===== config.mk =====
export PLATFORM = sky130hd
export DESIGN_NAME = chjac_front_flat
export DESIGN_NICKNAME = d
export VERILOG_FILES = /design/src/hw/rtl/chjac_pkg.sv /design/src/hw/rtl/chjac_if.sv /design/src/hw/rtl/chjac_front.sv /design/src/flat_wrapper.sv
export SDC_FILE = /design/constraint.sdc
export NUM_CORES = 1
export LEC_CHECK = 0
export BUFFER_PORTS_ARGS = -buffer_cell sky130_fd_sc_hd__buf_2
export CAP_MARGIN = 20
export CORE_ASPECT_RATIO = 0.5
export CORE_MARGIN = 2
export CORE_UTILIZATION = 35
export CTS_CLUSTER_DIAMETER = 50
export DETAILED_ROUTE_END_ITERATION = 8
export SLEW_MARGIN = 15
export SYNTH_ARGS = -nofsm -noshare
export SYNTH_HDL_FRONTEND = slang
export SYNTH_SLANG_ARGS = --single-unit
export TNS_END_PERCENT = 1

===== constraint.sdc =====
create_clock -name clk_i -period 2.3 [get_ports clk_i]
set_input_delay 0.115 -clock clk_i [delete_from_list [all_inputs] [get_ports clk_i]]
set_output_delay 0.115 -clock clk_i [all_outputs]
set_load 0.005 [all_outputs]

===== src/hw/rtl/chjac_pkg.sv =====
// Shared constants and types for the character 5-gram Jaccard block.
`default_nettype none
package chjac_pkg;

  localparam int unsigned TEXT_MAX = 1024;
  localparam int unsigned ADDR_W   = $clog2(TEXT_MAX);
  localparam int unsigned CNT_W    = ADDR_W + 1;
  localparam int unsigned GRAM_N   = 5;
  localparam int unsigned GRAM_W   = 8 * GRAM_N;
  localparam int unsigned HIST_W   = GRAM_W - 8;
  localparam int unsigned QUEUE_D  = 4;
  localparam int unsigned QPTR_W   = $clog2(QUEUE_D);

  localparam int unsigned SHARED_W = 10;
  localparam int unsigned ALL_W    = 11;
  localparam logic [7:0]  SPACE_CH = 8'h20;

  localparam logic CFG_NUM = 1'b0;
  localparam logic CFG_DEN = 1'b1;

  typedef enum logic [1:0] {
    OP_CLEAR,
    OP_GRAM,
    OP_DONE
  } op_kind_e;

  typedef struct packed {
    op_kind_e            kind;
    logic                to_b;
    logic                ovf;
    logic [GRAM_W-1:0]   gram;
  } op_t;

endpackage
`default_nettype wire


===== src/hw/rtl/chjac_if.sv =====
// Valid/ready channel interfaces for text bytes and similarity results.
`default_nettype none
interface chjac_in_if;
  logic       valid;
  logic       ready;
  logic       which_text;
  logic [7:0] char_byte;
  logic       last_of_text;
  modport source (output valid, which_text, char_byte, last_of_text, input ready);
  modport sink (input valid, which_text, char_byte, last_of_text, output ready);
endinterface

`default_nettype wire


===== src/hw/rtl/chjac_front.sv =====
// Front end: byte normalization, text tracking and 5-gram assembly.
`default_nettype none
module chjac_front
  import chjac_pkg::*;
(
  input  wire logic  clk_i,
  input  wire logic  rst_ni,
  chjac_in_if.sink   text_i,
  output      logic  push_o,
  output      op_t   op_o,
  input  wire logic  full_i
);
  logic              busy_q, busy_d;
  logic              tob_q, tob_d;
  logic [7:0]        ch_q, ch_d;
  logic              clr_q, clr_d, sp_q, sp_d, chp_q, chp_d, endp_q, endp_d;
  logic [HIST_W-1:0] recent_q, recent_d;
  logic [CNT_W-1:0]  len_q, len_d;
  logic              spend_q, spend_d, ovf_q, ovf_d, aclosed_q, aclosed_d;

  logic [7:0]        c, x;
  logic              kept, upper;
  logic [GRAM_W-1:0] g;

  assign text_i.ready = !busy_q;

  always_comb begin
    busy_d = busy_q; tob_d = tob_q; ch_d = ch_q;
    clr_d = clr_q; sp_d = sp_q; chp_d = chp_q; endp_d = endp_q;
    recent_d = recent_q; len_d = len_q; spend_d = spend_q;
    ovf_d = ovf_q; aclosed_d = aclosed_q;
    push_o = 1'b0;
    op_o = '{kind: OP_GRAM, to_b: tob_q, ovf: ovf_q, gram: '0};
    c = text_i.char_byte;
    upper = (c >= 8'h41) && (c <= 8'h5a);
    kept = ((c >= 8'h61) && (c <= 8'h7a)) || ((c >= 8'h30) && (c <= 8'h39)) ||
           c[7] || upper;
    x = sp_q ? SPACE_CH : ch_q;
    g = {x, recent_q};

    if (!busy_q) begin
      if (text_i.valid) begin
        tob_d = text_i.which_text;
        ch_d = upper ? (c + 8'd32) : c;
        clr_d = 1'b0;
        if (!text_i.which_text && aclosed_q) begin
          recent_d = '0; len_d = '0; spend_d = 1'b0;
          ovf_d = 1'b0; aclosed_d = 1'b0; clr_d = 1'b1;
        end else if (text_i.which_text && !aclosed_q) begin
          recent_d = '0; len_d = '0; spend_d = 1'b0; aclosed_d = 1'b1;
        end
        sp_d = 1'b0;
        chp_d = 1'b0;
        if (kept) begin
          sp_d = spend_d;
          spend_d = 1'b0;
          chp_d = 1'b1;
        end else if (c == SPACE_CH) begin
          spend_d = 1'b1;
        end
        endp_d = text_i.last_of_text;
      end
    end else if (clr_q) begin
      if (!full_i) begin
        push_o = 1'b1;
        op_o.kind = OP_CLEAR;
        clr_d = 1'b0;
      end
    end else if (sp_q || chp_q) begin
      if (!full_i) begin
        if (len_q >= CNT_W'(TEXT_MAX)) begin
          ovf_d = 1'b1;
        end else begin
          len_d = len_q + 1'b1;
          recent_d = g[GRAM_W-1:8];
          if (len_q >= CNT_W'(GRAM_N - 1)) begin
            push_o = 1'b1;
            op_o.gram = g;
          end
        end
        if (sp_q) sp_d = 1'b0;
        else chp_d = 1'b0;
      end
    end else if (endp_q) begin
      if (!tob_q) begin
        recent_d = '0; len_d = '0; spend_d = 1'b0; aclosed_d = 1'b1;
        endp_d = 1'b0;
      end else if (!full_i) begin
        push_o = 1'b1;
        op_o.kind = OP_DONE;
        recent_d = '0; len_d = '0; spend_d = 1'b0;
        ovf_d = 1'b0; aclosed_d = 1'b0;
        endp_d = 1'b0;
      end
    end
    busy_d = clr_d | sp_d | chp_d | endp_d;
  end

  always_ff @(posedge clk_i) begin
    tob_q <= tob_d;
    ch_q  <= ch_d;
  end

  always_ff @(posedge clk_i or negedge rst_ni) begin
    if (!rst_ni) begin
      busy_q <= 1'b0; clr_q <= 1'b0; sp_q <= 1'b0; chp_q <= 1'b0; endp_q <= 1'b0;
      recent_q <= '0; len_q <= '0; spend_q <= 1'b0; ovf_q <= 1'b0; aclosed_q <= 1'b0;
    end else begin
      busy_q <= busy_d; clr_q <= clr_d; sp_q <= sp_d; chp_q <= chp_d; endp_q <= endp_d;
      recent_q <= recent_d; len_q <= len_d; spend_q <= spend_d;
      ovf_q <= ovf_d; aclosed_q <= aclosed_d;
    end
  end
endmodule
`default_nettype wire


===== src/flat_wrapper.sv =====
// flat-port wrapper written by rule: the top's interface ports become plain ports
module chjac_front_flat import chjac_pkg::*;
  (clk_i, rst_ni, push_o, op_o, full_i, text_i_valid, text_i_which_text, text_i_char_byte, text_i_last_of_text, text_i_ready);
  chjac_in_if text_i_i ();
  input  wire logic clk_i;
  input  wire logic rst_ni;
  output      logic push_o;
  output      op_t op_o;
  input  wire logic full_i;
  input wire logic [$bits(text_i_i.valid)-1:0] text_i_valid;
  input wire logic [$bits(text_i_i.which_text)-1:0] text_i_which_text;
  input wire logic [$bits(text_i_i.char_byte)-1:0] text_i_char_byte;
  input wire logic [$bits(text_i_i.last_of_text)-1:0] text_i_last_of_text;
  output wire logic [$bits(text_i_i.ready)-1:0] text_i_ready;
  assign text_i_i.valid = text_i_valid;
  assign text_i_i.which_text = text_i_which_text;
  assign text_i_i.char_byte = text_i_char_byte;
  assign text_i_i.last_of_text = text_i_last_of_text;
  assign text_i_ready = text_i_i.ready;
  chjac_front u_core (.clk_i(clk_i), .rst_ni(rst_ni), .text_i(text_i_i), .push_o(push_o), .op_o(op_o), .full_i(full_i));
endmodule

==> flow_metrics.tcl <==
set metrics [dict create \
    status "complete, no violations" \
    grt_setup_unrepaired "no" \
    yosysSeqAreaShare_pct 49.3 \
    slew_headroom_pct 63.2 \
    drive_above_1_share_pct 22.4 \
    setup_tns_ns 0 \
    finalWorstSetupSlack_ns 0.191 \
    drt_iter0_markers 153 \
    pwr_density_cell_nw_per_um2 1100 \
    finClkSkew_ns 0.00832 \
    cts_sinks 60 \
    ys.flop_type "dfrtp_1" \
    clock_path_buffers 2 \
    ys_async_sr_fraction_pct 85.0 \
    post-route-min-period_ns 2.11 \
    tightest_slew_ns 0.547 \
    ant_nets 0 \
    insertion_delay_ns 0.33 \
    wl_per_cell_um 13.7 \
    whs_path_depth 1 \
    postCtsSetupBuffers 0 \
    num_io_pins 60 \
    fmax_mhz 474 \
    grt_pass1_vias 2455 \
    wirelength_mm 7.36 \
    crit_fanout 33 \
    worst-setup-path-type "register to primary output" \
    netlist_area_um2 3130 \
    fillers 863 \
    cts_root_buffer "clkbuf_16" \
    maxSlewViolCount 0 \
    syn-num-nets 374 \
    grt.overflow.total 0 \
    diodes 0 \
    hold_class "primary input to register" \
    max-vdd-ir-drop_v 0.000435 \
    synth_edf_count 9 \
    grt_pass1_wl_mm 12.3 \
    slowest_stage "dfrtp_2" \
    end_kind "primary output" \
    grt_max_degree 64 \
    reg2regPathDepth 7 \
    via_per_inst 4.88 \
    clkTransAtPathRegs_ns 0.05 \
    fin_area_um2 3860 \
    max_cap_viol_count 0 \
    htree_levels 3 \
    setup_viol 0 \
    cts_buffers 9 \
    die-area_um2 9770 \
    grt.total_usage_pct 16.3 \
    fp.coreArea_um2 8710 \
    ys_warn_count 0 \
    rows 24 \
    area_growth_syn_to_layout_pct 23.2 \
    start_kind "register" \
    period_share_pct 91.7 \
    cp.arrival_ns 1.99 \
    grt_antenna_before_repair 0 \
    num_vias 2618 \
    ys_ff_latch 60 \
    worstPathCellList "nor4_2, a211o_1, nor2_2, buf_12, inv_1, nor2_1, buf_2" \
    routabilityCongestion 0.872 \
    synth.avg_cell_area_um2 8.85 \
    syn_inst 354 \
    dr.pass1.iters 5 \
    start_util_pct 36.0 \
    place_area_um2 3570 \
    cts_tree "yes" \
    die_w_um 138 \
    cp.required_ns 2.18 \
    hpwl_mm 5.06 \
    dp_slack_ns 0.273 \
    final_nets 436 \
    fp.dieH_um 70.9 \
    max_stage_delay_ns 0.45 \
    io_buffers 59 \
    leakage_nw 2.02 \
    synth_cell_types 49 \
    hold_viol 0 \
    drc 0 \
]
## through the flow
stage / std cells / power (mW) / hold WS [ns] / utilization [%]
floorplan: 354 / 2.58 / -0.181 / -
global placement: 520 / 3.03 / 0.0171 / 41.0
detailed placement: 520 / 3.05 / 0.0121 / 41.0
CTS: 536 / 4.24 / 0.0108 / 44.2
global route: 536 / 4.53 / 0.0117 / 44.3
finish: 536 / 4.23 / 0.0225 / 44.3
## what timing repair did
action	4_1_cts	5_1_grt
hold buffers	2	0
gates resized for setup	0	4
endpoints found under the setup margin	0	23
hold endpoints to repair	10	0
## layout by cell type, fill, tap and decap left out, drive strengths merged, types with 6 or more instances in the layout
master,synthesis,layout
a21oi,6,6
a31oi,7,7
and3,33,33
buf,13,72
clkbuf,10,12
dfrtp,51,51
edfxtp,9,9
ha,6,6
inv,10,10
nand2,82,82
nand3,29,29
nor2,30,30
o21ai,22,22
## Yosys cell counts (2+ instances only)
library cell / count / area, µm²
nand2_1: 82 / 308
dfrtp_1: 51 / 1280
and3_1: 33 / 206
nand3_1: 29 / 145
nor2_1: 28 / 105
o21ai_0: 18 / 90.1
clkbuf_1: 10 / 37.5
inv_1: 10 / 37.5
edfxtp_1: 9 / 270
a31oi_1: 7 / 43.8
a21oi_1: 6 / 30.0
buf_2: 6 / 30.0
ha_1: 6 / 75.1
nor4_1: 5 / 31.3
buf_6: 4 / 45.0
o21ai_1: 4 / 20.0
buf_4: 3 / 22.5
nand2b_1: 3 / 18.8
nor3_1: 3 / 15.0
o31ai_1: 3 / 22.5
a211oi_1: 2 / 15.0
mux2i_1: 2 / 20.0
nor2b_1: 2 / 12.5
nor3b_1: 2 / 15.0
o2111ai_1: 2 / 17.5
## report_power, final
part,switching [mW],internal [mW],total (mW)
registers,0.194,1.29,1.48
logic,1.03,0.538,1.57
clock network,0.438,0.742,1.18
total,1.66,2.57,4.23
## critical path: cells and delay by family, from the launching register on
| kind | cells | cell delay (ns) |
|---|---|---|
| simple gates | 3 | 0.51 |
| compound gates | 1 | 0.21 |
| flops | 1 | 0.45 |
| buf+inv | 3 | 0.49 |
## area by class of cell
type | count | area, µm² | share of cell area [%]
Sequential cell | 60 | 1550 | 40.1
Multi-Input combinational cell | 261 | 1430 | 37.0
Timing Repair Buffer | 74 | 442 | 11.4
Clock buffer | 12 | 246 | 6.38
Tap cell | 117 | 146 | 3.79
Inverter | 10 | 37.5 | 0.972
Clock inverter | 2 | 12.5 | 0.324
## state kept, by name (all words and copies together) (netlist names)
register          cells
u_core.tob_q          1
u_core.clr_q          1
u_core.ch_q           8
u_core.recent_q      32
u_core.sp_q           1
u_core.spend_q        1
u_core.ovf_q          1
u_core.aclosed_q      1
u_core.busy_q         1
u_core.len_q         11
u_core.chp_q          1
u_core.endp_q         1
## path summary, 6_finish.rpt
kind / from / end / slack (ns)
worst max-delay path: u_core.len_q[5] / op_o[37] / 0.19
worst min-delay path: text_i_char_byte[0] / u_core.ch_q[0] / 0.02
worst max register to register: u_core.chp_q / u_core.recent_q[8] / 0.26
worst min register to register: u_core.recent_q[5] / u_core.recent_q[5] / 0.45
max in group asynchronous: rst_ni / u_core.recent_q[6] / 1.47
min in group asynchronous: rst_ni / u_core.recent_q[26] / 0.20
## cell families (layout without fill, tap and decap cells)
| logic type | Yosys count | count (layout) | synth area share, % |
|---|---|---|---|
| xor gates and xnor gates | 1 | 1 | 0.279 |
| and+or+nand+nor | 196 | 196 | 29.5 |
| adders and majority gates | 6 | 6 | 2.40 |
| AOI/OAI and AO/OA | 55 | 55 | 12.0 |
| DFF | 60 | 60 | 49.3 |
| muxes | 3 | 3 | 0.998 |
| buffers and inverters | 33 | 98 | 5.51 |
## per-layer routing
metal  vias up  track usage, %  part of all wire [%]  routed length (µm)
li1       1355               -                     -                   -
met1      1210            23.4                    52                3830
met2        42            23.0                    42                3070
met3        11            5.66                   4.6                 337
met4         0            5.44                   1.7                 126
met5         -               0                     0                   0
Power figures use the tool's default switching activity.
