[src/hw/rtl/chjac_pkg.sv]
// Shared constants and types for the character 5-gram Jaccard block.
`default_nettype none
package chjac_pkg;

  localparam int unsigned TEXT_MAX = 1024;
  localparam int unsigned ADDR_W   = $clog2(TEXT_MAX);
  localparam int unsigned CNT_W    = ADDR_W + 1;
  localparam int unsigned GRAM_N   = 5;
  localparam int unsigned GRAM_W   = 8 * GRAM_N;
  localparam int unsigned HIST_W   = GRAM_W - 8;
  localparam int unsigned QUEUE_D  = 4;
  localparam int unsigned QPTR_W   = $clog2(QUEUE_D);

  localparam int unsigned SHARED_W = 10;
  localparam int unsigned ALL_W    = 11;
  localparam logic [7:0]  SPACE_CH = 8'h20;

  localparam logic CFG_NUM = 1'b0;
  localparam logic CFG_DEN = 1'b1;

  typedef enum logic [1:0] {
    OP_CLEAR,
    OP_GRAM,
    OP_DONE
  } op_kind_e;

  typedef struct packed {
    op_kind_e            kind;
    logic                to_b;
    logic                ovf;
    logic [GRAM_W-1:0]   gram;
  } op_t;

endpackage
`default_nettype wire

[src/hw/rtl/chjac_fifo.sv]
// Short queue of operations between the front end and the set engine.
`default_nettype none
module chjac_fifo
  import chjac_pkg::*;
(
  input  wire logic clk_i,
  input  wire logic rst_ni,
  input  wire logic push_i,
  input  wire op_t  push_op_i,
  output      logic full_o,
  input  wire logic pop_i,
  output      logic empty_o,
  output      op_t  head_o
);
  op_t               slot_q [QUEUE_D];
  logic [QPTR_W-1:0] wr_q, rd_q;
  logic [QPTR_W:0]   cnt_q;

  assign full_o  = (cnt_q == (QPTR_W+1)'(QUEUE_D));
  assign empty_o = (cnt_q == '0);
  assign head_o  = slot_q[rd_q];

  always_ff @(posedge clk_i) begin
    if (push_i) begin
      slot_q[wr_q] <= push_op_i;
    end
  end

  always_ff @(posedge clk_i or negedge rst_ni) begin
    if (!rst_ni) begin
      wr_q  <= '0;
      rd_q  <= '0;
      cnt_q <= '0;
    end else begin
      if (push_i) wr_q <= wr_q + 1'b1;
      if (pop_i) rd_q <= rd_q + 1'b1;
      cnt_q <= cnt_q + (QPTR_W+1)'(push_i) - (QPTR_W+1)'(pop_i);
    end
  end
endmodule
`default_nettype wire

[config.mk]
export PLATFORM = sky130hd
export DESIGN_NAME = chjac_fifo
export DESIGN_NICKNAME = d
export VERILOG_FILES = /design/src/hw/rtl/chjac_pkg.sv /design/src/hw/rtl/chjac_fifo.sv
export SDC_FILE = /design/constraint.sdc
export NUM_CORES = 1
export LEC_CHECK = 0
export BUFFER_PORTS_ARGS = -buffer_cell sky130_fd_sc_hd__buf_2
export CAP_MARGIN = 20
export CELL_PAD_IN_SITES_DETAIL_PLACEMENT = 0
export CELL_PAD_IN_SITES_GLOBAL_PLACEMENT = 1
export CORE_AREA = 2 2 134 136
export DETAILED_ROUTE_END_ITERATION = 8
export DIE_AREA = 0 0 136 138
export PLACE_DENSITY = 0.64
export SLEW_MARGIN = 20
export SYNTH_ARGS = -nofsm -noshare
export SYNTH_HDL_FRONTEND = slang
export SYNTH_SLANG_ARGS = --single-unit
export TNS_END_PERCENT = 20
[constraint.sdc]
create_clock -name clk_i -period 2.7 [get_ports clk_i]
set_input_delay 0.405 -clock clk_i [delete_from_list [all_inputs] [get_ports clk_i]]
set_output_delay 0.405 -clock clk_i [all_outputs]
set_load 0.03 [all_outputs]
==> results.py, run 1 <==
metrics = {
    "timing": {
        "report.final.setup_viol": 0,
        "totalNegativeSetupSlack_ps": 0,
        "worst_pin_slew_ps": 658.1,
        "fin_hold_ws_ps": 191.2,
        "report.final.slew_viol_count": 0,
        "rsz_0062_raised_after_global_routing": "no",
        "fin_worst_skew_ps": 5.278,
        "portion_of_the_clock_cycle_consumed_by_the_worst_path_in_the_final_layout_pct": 94.10,
        "final_hold_viol_count": 0,
        "max_freq_ghz": 0.3936,
        "layout_min_cycle_time_ps": 2541,
        "relSlewSlack_pct": 56.12,
    },
    "layout": {
        "utilization_pct": 46.77,
        "flow.area_growth_from_synthesis_pct": 20.61,
        "most_common_cell_after_layout_fill_and_taps_aside": "sky130_fd_sc_hd__edfxtp_1",
        "final_net_count": 436,
        "diodes": 0,
        "layout_common_cells": "176 x sky130_fd_sc_hd__edfxtp_1, 93 x sky130_fd_sc_hd__buf_2, 38 x sky130_fd_sc_hd__mux4_2, 17 x sky130_fd_sc_hd__clkbuf_16, 9 x sky130_fd_sc_hd__buf_4",
        "stdcell_count": 623,
        "drive_above_1_share_pct": 45.69,
    },
    "routing": {
        "dr_total_vias": 3061,
        "ant_nets": 0,
        "drt_first_pass_iters": 4,
        "route.detailed.drc": 0,
        "viasPerCell": 4.913,
        "initialDrtViolationCount": 103,
        "drt-wirelength-per-cell_um": 19.24,
        "route.final.wire_length_um": 11990,
    },
    "synth": {
        "netlist_area_mm2": 0.006800,
        "synth_warn": 0,
        "ys_types": 17,
        "synth_top_cells_by_area": "sky130_fd_sc_hd__edfxtp_1 78%, sky130_fd_sc_hd__mux4_2 13%, sky130_fd_sc_hd__dfrtp_1 2.6%",
        "yosys_register_bits": 183,
        "syn_avg_cell_area_um2": 25.76,
        "post_synth_inst_count": 264,
        "cell_type_with_the_largest_total_area_after_synthesis": "sky130_fd_sc_hd__edfxtp_1",
        "synth_seq_area_share_pct": 80.29,
        "synth_nets": 319,
        "netlist.area_leader.share_pct": 77.72,
    },
    "grt": {
        "grt.overflow.total": 0,
        "gr-usage-all-layers_pct": 13.63,
        "first_global_vias": 3409,
        "global_route_wire_length_before_repair_um": 18760,
        "antenna_found_initial": 2,
        "pin_count_of_the_biggest_net_entering_global_routing": 29,
    },
    "placement": {
        "dpl.hpwl_um": 7553,
        "gp_routability_congestion": 0.6729,
        "dp_cells": 590,
        "place.port_buffers": 93,
    },
    "setup_path": {
        "end_kind": "primary output",
        "worstSetupPathType": "flop to primary output",
        "path_max_fanout": 19,
        "worst-endpoint-arrival_ps": 2140,
        "timing.critical_path.required_ps": 2300,
        "start_kind": "flop",
    },
    "floorplan": {
        "floorplan.die_area_mm2": 0.01877,
        "placement_rows": 49,
        "boundaryPins": 94,
        "initial_utilization_pct": 38.78,
        "die_height_um": 138,
        "die-width_um": 136,
        "fp.coreArea_mm2": 0.01753,
    },
    "clocking": {
        "cts_buffers": 17,
        "post_cts.repair.setup_buffers": 0,
        "clock_tree.htree_level_count": 4,
        "clkSlewWorstSetupHoldPaths_ps": 60,
        "cts_sinks": 183,
        "ctsLongestPathBuffers": 2,
        "worst_skew_pair.late_latency_ps": 420,
        "clock-root-buffer": "sky130_fd_sc_hd__clkbuf_16",
        "tritoncts": "done",
    },
    "run_status": {
        "status": "complete, no violations",
    },
    "min_path": {
        "type_of_the_tightest_min_delay_check": "input pin to flop",
    },
    "power_and_ir_drop": {
        "vdd_ir_drop_max_v": 0.0005248,
        "power.static_leakage_nw": 2.865,
        "power.density_cell_area_mw_per_mm2": 1160,
    },
    "flow_run": {
        "drv.max_cap_violation_count": 0,
    },
}
final timing paths:
path | from | end | slack (ps) | cells past startpoint
max reg2reg | wr_q[0]$_DFFE_PN0P_ | slot_q[0][17]$_DFFE_PP_ | 880 | 4
max | rd_q[0]$_DFFE_PN0P_ | head_o[0] | 160 | 3
max in group asynchronous | rst_ni | rd_q[0]$_DFFE_PN0P_ | 2180 | 2
min in group asynchronous | rst_ni | cnt_q[0]$_DFF_PN0_ | 340 | 2
min reg2reg | wr_q[0]$_DFFE_PN0P_ | wr_q[0]$_DFFE_PN0P_ | 550 | 1
min | push_op_i[41] | slot_q[2][41]$_DFFE_PP_ | 190 | 1
critical path, stage by stage, from the launching register on:
cell and delay, ps:
sky130_fd_sc_hd__dfrtp_4 680, sky130_fd_sc_hd__buf_4 260, sky130_fd_sc_hd__mux4_1 570, sky130_fd_sc_hd__buf_2 200
area by class of cell:
cell class	count	area, µm²
Fill cell	1487	9333
Sequential cell	183	5465
Multi-Input combinational cell	65	1206
Timing Repair Buffer	108	643.1
Clock buffer	18	429.2
Tap cell	229	286.5
Clock inverter	14	148.9
Inverter	6	22.52
sequential cells by signal, indices dropped and copies added, names as in the netlist:
| signal | count |
|---|---|
| cnt_q | 3 |
| rd_q | 2 |
| slot_q | 176 |
| wr_q | 2 |
report_power, final:
| part | switching [mW] | total, mW | internal [mW] | leakage (nW) |
|---|---|---|---|---|
| logic | 1.90 | 3.13 | 1.23 | 0.892 |
| clock network | 1.02 | 2.39 | 1.37 | 0.277 |
| registers | 0.271 | 4.00 | 3.72 | 1.70 |
| total | 3.19 | 9.52 | 6.32 | 2.87 |
routing by layer:
| metal | routed length (µm) | global-route usage (%) | vias up |
|---|---|---|---|
| met5 | 21 | 0 | - |
| met4 | 140 | 4.386 | 4 |
| met3 | 655 | 4.657 | 15 |
| met2 | 5991 | 22.06 | 85 |
| met1 | 5178 | 17.34 | 1608 |
| li1 | - | - | 1349 |
Yosys cell counts, drive strengths merged:
master and count:
and3 1, nand2 2, edfxtp 176, xor2 3, ha 6, xnor2 2
and2 4, buf 10, dfrtp 7, inv 6, mux4 44, nor3 1
fa 1, o21ai 1
cells by family (layout without fill, tap and decap cells):
group                      count (synthesis)  in the layout  share of synthesized area [%]
AOI/OAI and AO/OA                          1              1                        0.07353
xor gates and xnor gates                   5              5                         0.6441
adders and majority gates                  7              7                          1.398
buffers and inverters                     16            146                          2.042
DFF                                      183            183                          80.29
muxes                                     44             44                          14.90
and+or+nand+nor                            8              8                         0.6439
metrics by stage:
stage	setup slack [ps]	total power [mW]	instance area, µm²
after floorplan	615.9	6.356	6800
after global placement	561.5	7.235	7614
after detailed placement	545.0	7.284	7614
after CTS	79.79	9.681	8202
after global routing	37.54	9.964	8202
final	159.3	9.516	8202
timing repair:
item / CTS / global route
resized for setup: 0 / 0
hold buffers: 1 / 0
endpoints found under the hold margin: 7 / 0
setup endpoints to repair: 0 / 0
Note: power is estimated with default switching activity, not from simulation.
==> run 2, diff against run 1 <==
CTS_BUF_LIST = sky130_fd_sc_hd__clkbuf_8   (was not set)
MAX_ROUTING_LAYER = met4   (was not set)
==> run 2 against run 1 <==
  * Non-clock buffer count grew 5
  * Utilization shrank 0.85 points
  * Worst hold slack lost 33 ps
  * Critical path type unchanged
  * Register-to-register slack is essentially flat
  * Power shrank 6.0%
  * Largest cell class unchanged
  * Global-route usage grew 0.43 points
  * Combinational power grew 4%
==> results.py, run 2 (synthesis gave the netlist of run 1 again) <==
metrics = {
    "run_status": {
        "status": "complete, no violations",
    },
    "routing": {
        "met3_length_um": 675,
        "drt_first_pass_iters": 4,
        "initialDrtViolationCount": 114,
        "routedLengthMet1_um": 5177,
        "route.final.wire_length_um": 12040,
        "route.detailed.drc": 0,
        "viasPerCell": 4.898,
        "drt-wirelength-per-cell_um": 19.11,
        "top_layer_used": "met4",
        "detailroute.wirelength.met2_um": 6029,
        "ant_nets": 0,
        "dr_total_vias": 3086,
    },
    "placement": {
        "pre_cts_slack_ps": 545.0,
        "dp_cells": 590,
        "dpl.hpwl_um": 7553,
        "gp_routability_congestion": 0.6795,
        "place.port_buffers": 93,
        "detailed_place.area_mm2": 0.007614,
    },
    "setup_path": {
        "start_kind": "flop",
        "timing.reg2reg.worst_path_depth": 4,
        "end_kind": "primary output",
        "worstSetupPathType": "flop to primary output",
        "regToRegSetupSlack_ps": 880,
        "series_of_cell_instances_along_the_critical_path": "buf_4 > mux4_2 > buf_2",
        "critPathSlowestCell": "sky130_fd_sc_hd__dfrtp_2",
        "crit_start": "rd_q[1]$_DFFE_PN0P_",
        "r2r_end": "slot_q[0][17]$_DFFE_PP_",
        "worst-endpoint-arrival_ps": 2020,
        "timing.critical_path.required_ps": 2300,
        "critical-path-max-stage-delay_ps": 680,
        "timing.critical_path.max_delay_family": "flip-flops",
        "crit-reg2reg-launch": "wr_q[0]$_DFFE_PN0P_",
        "path_max_fanout": 18,
        "worstPathBufferInverterCount": 2,
    },
    "layout": {
        "drive_above_1_share_pct": 46.37,
        "stdcell_count": 630,
        "layout_common_cells": "176 x sky130_fd_sc_hd__edfxtp_1, 93 x sky130_fd_sc_hd__buf_2, 38 x sky130_fd_sc_hd__mux4_2, 17 x sky130_fd_sc_hd__clkbuf_8, 14 x sky130_fd_sc_hd__buf_4",
        "sequential_cell_area_mm2": 0.005465,
        "fin_area_mm2": 0.008053,
        "most_common_cell_after_layout_fill_and_taps_aside": "sky130_fd_sc_hd__edfxtp_1",
        "utilization_pct": 45.93,
        "max_flop_register": "slot_q",
        "flow.area_growth_from_synthesis_pct": 18.42,
        "final_net_count": 441,
        "n_fill_cell": 1504,
        "multi_input_area_mm2": 0.001206,
        "largestRegisters": "slot_q x176, cnt_q x3",
        "max_ffs_per_register": 176,
    },
    "grt": {
        "grt.overflow.total": 0,
        "pin_count_of_the_biggest_net_entering_global_routing": 29,
        "antenna_found_initial": 2,
        "gr-usage-all-layers_pct": 14.06,
        "first_global_vias": 3399,
        "global_route_wire_length_before_repair_um": 18660,
    },
    "floorplan": {
        "initial_utilization_pct": 38.78,
        "die_height_um": 138,
        "fp.coreArea_mm2": 0.01753,
        "floorplan.die_area_mm2": 0.01877,
        "boundaryPins": 94,
        "die-width_um": 136,
        "placement_rows": 49,
    },
    "timing": {
        "fin_worst_skew_ps": 7.077,
        "portion_of_the_clock_cycle_consumed_by_the_worst_path_in_the_final_layout_pct": 89.66,
        "setup_slack_ps": 279.1,
        "report.final.slew_viol_count": 0,
        "worst_pin_slew_ps": 650.2,
        "max_freq_ghz": 0.4131,
        "totalNegativeSetupSlack_ps": 0,
        "relSlewSlack_pct": 56.66,
        "final_hold_viol_count": 0,
        "layout_min_cycle_time_ps": 2421,
        "report.final.setup_viol": 0,
        "rsz_0062_raised_after_global_routing": "no",
    },
    "min_path": {
        "type_of_the_tightest_min_delay_check": "input pin to flop",
        "cell_depth_of_the_worst_hold_path": 1,
        "whs_endpoint": "slot_q[0][34]$_DFFE_PP_",
        "launch_instance_of_the_worst_min_delay_path": "push_op_i[34]",
    },
    "power_and_ir_drop": {
        "vdd_ir_drop_max_v": 0.0004862,
        "power.density_cell_area_mw_per_mm2": 1111,
        "power.static_leakage_nw": 2.806,
    },
    "clocking": {
        "tritoncts": "done",
        "cts_resized": 0,
        "ctsLongestPathBuffers": 2,
        "clock-root-buffer": "sky130_fd_sc_hd__clkbuf_8",
        "clock_tree.htree_level_count": 4,
        "cts_buffers": 17,
        "clkSlewWorstSetupHoldPaths_ps": 90,
        "cts_sinks": 183,
        "worst_skew_pair.late_latency_ps": 450,
    },
    "flow_run": {
        "drv.max_cap_violation_count": 0,
    },
}
[run 2: layout make-up]
type	count	share of cell area [%]
Inverter	6	0.2797
Sequential cell	183	67.87
Timing Repair Buffer	113	8.452
Antenna cell	2	0.06215
Clock buffer	17	2.906
Tap cell	229	3.558
Multi-Input combinational cell	65	14.98
Clock inverter	15	1.896
[run 2: timing repair]
item | 4_1_cts | 5_1_grt
hold buffers | 1 | 0
setup buffers | 0 | 5
setup endpoints to repair | 0 | 7
hold endpoints to repair | 7 | 0
[run 2: worst register-to-register path: stages, from the launching register on]
cell	delay, ps
sky130_fd_sc_hd__dfrtp_1	440
sky130_fd_sc_hd__inv_1	100
sky130_fd_sc_hd__ha_1	140
sky130_fd_sc_hd__and2_2	570
sky130_fd_sc_hd__buf_4	290
[run 2: worst max-delay path by stage]
stage	slack [ps]	to	cells after the start
after floorplan	620	slot_q[0][0]$_DFFE_PP_	3
after global placement	560	head_o[43]	3
after detailed placement	550	head_o[0]	3
after CTS	10	head_o[0]	3
after global routing	130	head_o[39]	3
final	280	head_o[39]	3
[run 2: power breakdown]
group / switching, mW / internal [mW] / total, mW
registers: 0.229 / 3.72 / 3.95
logic: 1.96 / 1.28 / 3.24
clock network: 0.934 / 0.825 / 1.76
total: 3.12 / 5.82 / 8.94
[run 2: per-layer routing]
metal  GRT usage [%]  vias up
li1                -     1361
met5               -        -
met3           4.547       16
met4           5.044        0
met2           21.93       87
met1           17.28     1622
[run 2: metrics by stage]
step,total power [mW],hold WS (ps)
4_1_cts,9.061,119.5
3_5_place_dp,7.284,250.7
2_1_floorplan,6.356,109.4
3_3_place_gp,7.235,251.1
5_1_grt,9.399,119.0
6_report,8.944,158.5
==> run 3, diff against run 2 <==
CELL_PAD_IN_SITES_DETAIL_PLACEMENT = not set   (was 0)
CELL_PAD_IN_SITES_GLOBAL_PLACEMENT = not set   (was 1)
PLACE_DENSITY = 0.58   (was 0.64)
==> run 3 against run 2 <==
  * Die area unchanged
  * Worst hold slack better by 3.5 ps
  * Flip-flop and latch count did not move
  * Clock skew about the same
  * Largest power group unchanged
  * Cell count decreased by 1.1%
  * Wire length is 2.0% higher
  * Critical endpoint is now head_o[2]
  * Clock power up 4%
  * Sequential power fell by 2%
  * Power increased by 0.25%
  * Worst setup slack improved by 58 ps
  * Count of clock-buffer cells in the layout unchanged
  * Combinational power hardly changed
==> results.py, run 3 (synthesis gave the netlist of run 1 again) <==
metrics = {
    "grt": {
        "global_route.usage.met1_pct": 17.11,
        "gr-usage-met2_pct": 23.01,
        "grt.overflow.total": 0,
        "gr-usage-all-layers_pct": 14.25,
        "pin_count_of_the_biggest_net_entering_global_routing": 31,
        "antenna_found_initial": 2,
        "use_met3_pct": 4.217,
        "global_route_wire_length_before_repair_um": 18820,
        "global_route.peak_usage_layer": "met2",
        "first_global_vias": 3303,
    },
    "layout": {
        "largestRegisters": "slot_q x176, cnt_q x3",
        "max_flop_register": "slot_q",
        "drive_above_1_share_pct": 45.41,
        "layout_common_cells": "176 x sky130_fd_sc_hd__edfxtp_1, 93 x sky130_fd_sc_hd__buf_2, 38 x sky130_fd_sc_hd__mux4_2, 17 x sky130_fd_sc_hd__clkbuf_8, 9 x sky130_fd_sc_hd__buf_4",
        "max_ffs_per_register": 176,
        "most_common_cell_after_layout_fill_and_taps_aside": "sky130_fd_sc_hd__edfxtp_1",
        "final_net_count": 436,
        "flow.area_growth_from_synthesis_pct": 17.94,
        "utilization_pct": 45.74,
    },
    "routing": {
        "route.detailed.drc": 0,
        "drt-wirelength-per-cell_um": 19.70,
        "initialDrtViolationCount": 137,
        "route.final.wire_length_um": 12280,
        "ant_nets": 0,
        "dr_total_vias": 3033,
        "drt_first_pass_iters": 4,
        "viasPerCell": 4.868,
    },
    "floorplan": {
        "initial_utilization_pct": 38.78,
        "boundaryPins": 94,
        "fp.coreArea_mm2": 0.01753,
        "placement_rows": 49,
        "floorplan.die_area_mm2": 0.01877,
        "die_height_um": 138,
        "die-width_um": 136,
    },
    "setup_path": {
        "timing.critical_path.required_ps": 2300,
        "timing.reg2reg.worst_path_depth": 4,
        "path_max_fanout": 21,
        "start_kind": "flop",
        "series_of_cell_instances_along_the_critical_path": "buf_12 > mux4_1 > buf_2",
        "end_kind": "primary output",
        "worstSetupPathType": "flop to primary output",
        "crit_start": "rd_q[0]$_DFFE_PN0P_",
        "critPathSlowestCell": "sky130_fd_sc_hd__mux4_1",
        "worst-endpoint-arrival_ps": 1960,
        "crit-reg2reg-launch": "wr_q[0]$_DFFE_PN0P_",
        "critical-path-max-stage-delay_ps": 610,
    },
    "clocking": {
        "clkSlewWorstSetupHoldPaths_ps": 90,
        "cts_buffers": 17,
        "clock_tree.htree_level_count": 4,
        "cts_sinks": 183,
        "clock-root-buffer": "sky130_fd_sc_hd__clkbuf_8",
        "ctsLongestPathBuffers": 2,
        "tritoncts": "done",
        "worst_skew_pair.late_latency_ps": 450,
    },
    "power_and_ir_drop": {
        "power.static_leakage_nw": 2.784,
        "total_power_mw": 8.966,
        "power.density_cell_area_mw_per_mm2": 1118,
        "vdd_ir_drop_max_v": 0.0005548,
    },
    "timing": {
        "max_freq_ghz": 0.4233,
        "report.final.slew_viol_count": 0,
        "worst_pin_slew_ps": 598.0,
        "report.final.setup_viol": 0,
        "fin_hold_ws_ps": 162.0,
        "rsz_0062_raised_after_global_routing": "no",
        "fin_worst_skew_ps": 7.357,
        "layout_min_cycle_time_ps": 2363,
        "totalNegativeSetupSlack_ps": 0,
        "relSlewSlack_pct": 60.13,
        "portion_of_the_clock_cycle_consumed_by_the_worst_path_in_the_final_layout_pct": 87.50,
        "final_hold_viol_count": 0,
    },
    "placement": {
        "dpl.hpwl_um": 7548,
        "gp_routability_congestion": 0.6688,
        "place.port_buffers": 93,
    },
    "min_path": {
        "type_of_the_tightest_min_delay_check": "input pin to flop",
        "cell_depth_of_the_worst_hold_path": 1,
        "launch_instance_of_the_worst_min_delay_path": "push_op_i[43]",
    },
    "run_status": {
        "status": "complete, no violations",
    },
    "flow_run": {
        "drv.max_cap_violation_count": 0,
    },
}
## run 3: changes by cell type in the layout (fill, tap and decap cells not counted)
cell | before | now
sky130_fd_sc_hd__buf_4 | 14 | 9
sky130_fd_sc_hd__clkinv_4 | 3 | 0
sky130_fd_sc_hd__inv_6 | 4 | 2
sky130_fd_sc_hd__bufinv_16 | 2 | 3
sky130_fd_sc_hd__clkinv_1 | 2 | 1
sky130_fd_sc_hd__clkinvlp_4 | 2 | 3
sky130_fd_sc_hd__inv_1 | 7 | 8
sky130_fd_sc_hd__inv_8 | 0 | 1
## run 3: worst paths after layout
path	end	slack [ps]
worst max-delay path	head_o[2]	340
worst min-delay path	slot_q[1][43]$_DFFE_PP_	160
worst max register to register	slot_q[2][26]$_DFFE_PP_	900
worst min register to register	wr_q[0]$_DFFE_PN0P_	530
max in group asynchronous	rd_q[0]$_DFFE_PN0P_	2200
min in group asynchronous	cnt_q[0]$_DFF_PN0_	320
## run 3: where the power goes
| group | switching, mW | internal (mW) |
|---|---|---|
| registers | 0.141 | 3.72 |
| clock network | 0.929 | 0.905 |
| logic | 2.04 | 1.24 |
## run 3: layer usage
metal | share of wire [%] | vias up | wire length [µm]
met5 | 0 | - | 0
met4 | 1.4 | 0 | 167
met3 | 4.8 | 13 | 584
met2 | 52 | 69 | 6325
met1 | 42 | 1603 | 5198
li1 | - | 1348 | -
## run 3: layout make-up
cell class | instances | area (µm²)
inverter | 6 | 22.52
antenna | 2 | 5.005
timing repair buffer | 108 | 643.1
sequential | 183 | 5465
multi-input combinational | 65 | 1206
clock buffer | 17 | 234.0
tap | 229 | 286.5
clock inverter | 13 | 157.7
fill | 1523 | 9514
## run 3: stage by stage
step	setup slack [ps]	std cells	cell area, µm²
2_1_floorplan	615.9	264	6800
3_3_place_gp	542.4	586	7584
3_5_place_dp	514.5	586	7584
4_1_cts	2.048	617	7985
5_1_grt	253.0	623	8020
6_report	337.4	623	8020
## run 3: what timing repair did
action	4_1_cts	5_1_grt
gates resized for setup	0	0
hold endpoints to repair	7	0
buffers inserted	0	4
endpoints found under the setup margin	0	5
hold buffers	1	0
## run 3: worst max-delay path, delay by kind of cell (launching register included)
family / cells / cell delay [ps]
flip-flops: 1 / 470
multiplexers: 1 / 610
buffers and inverters: 2 / 420
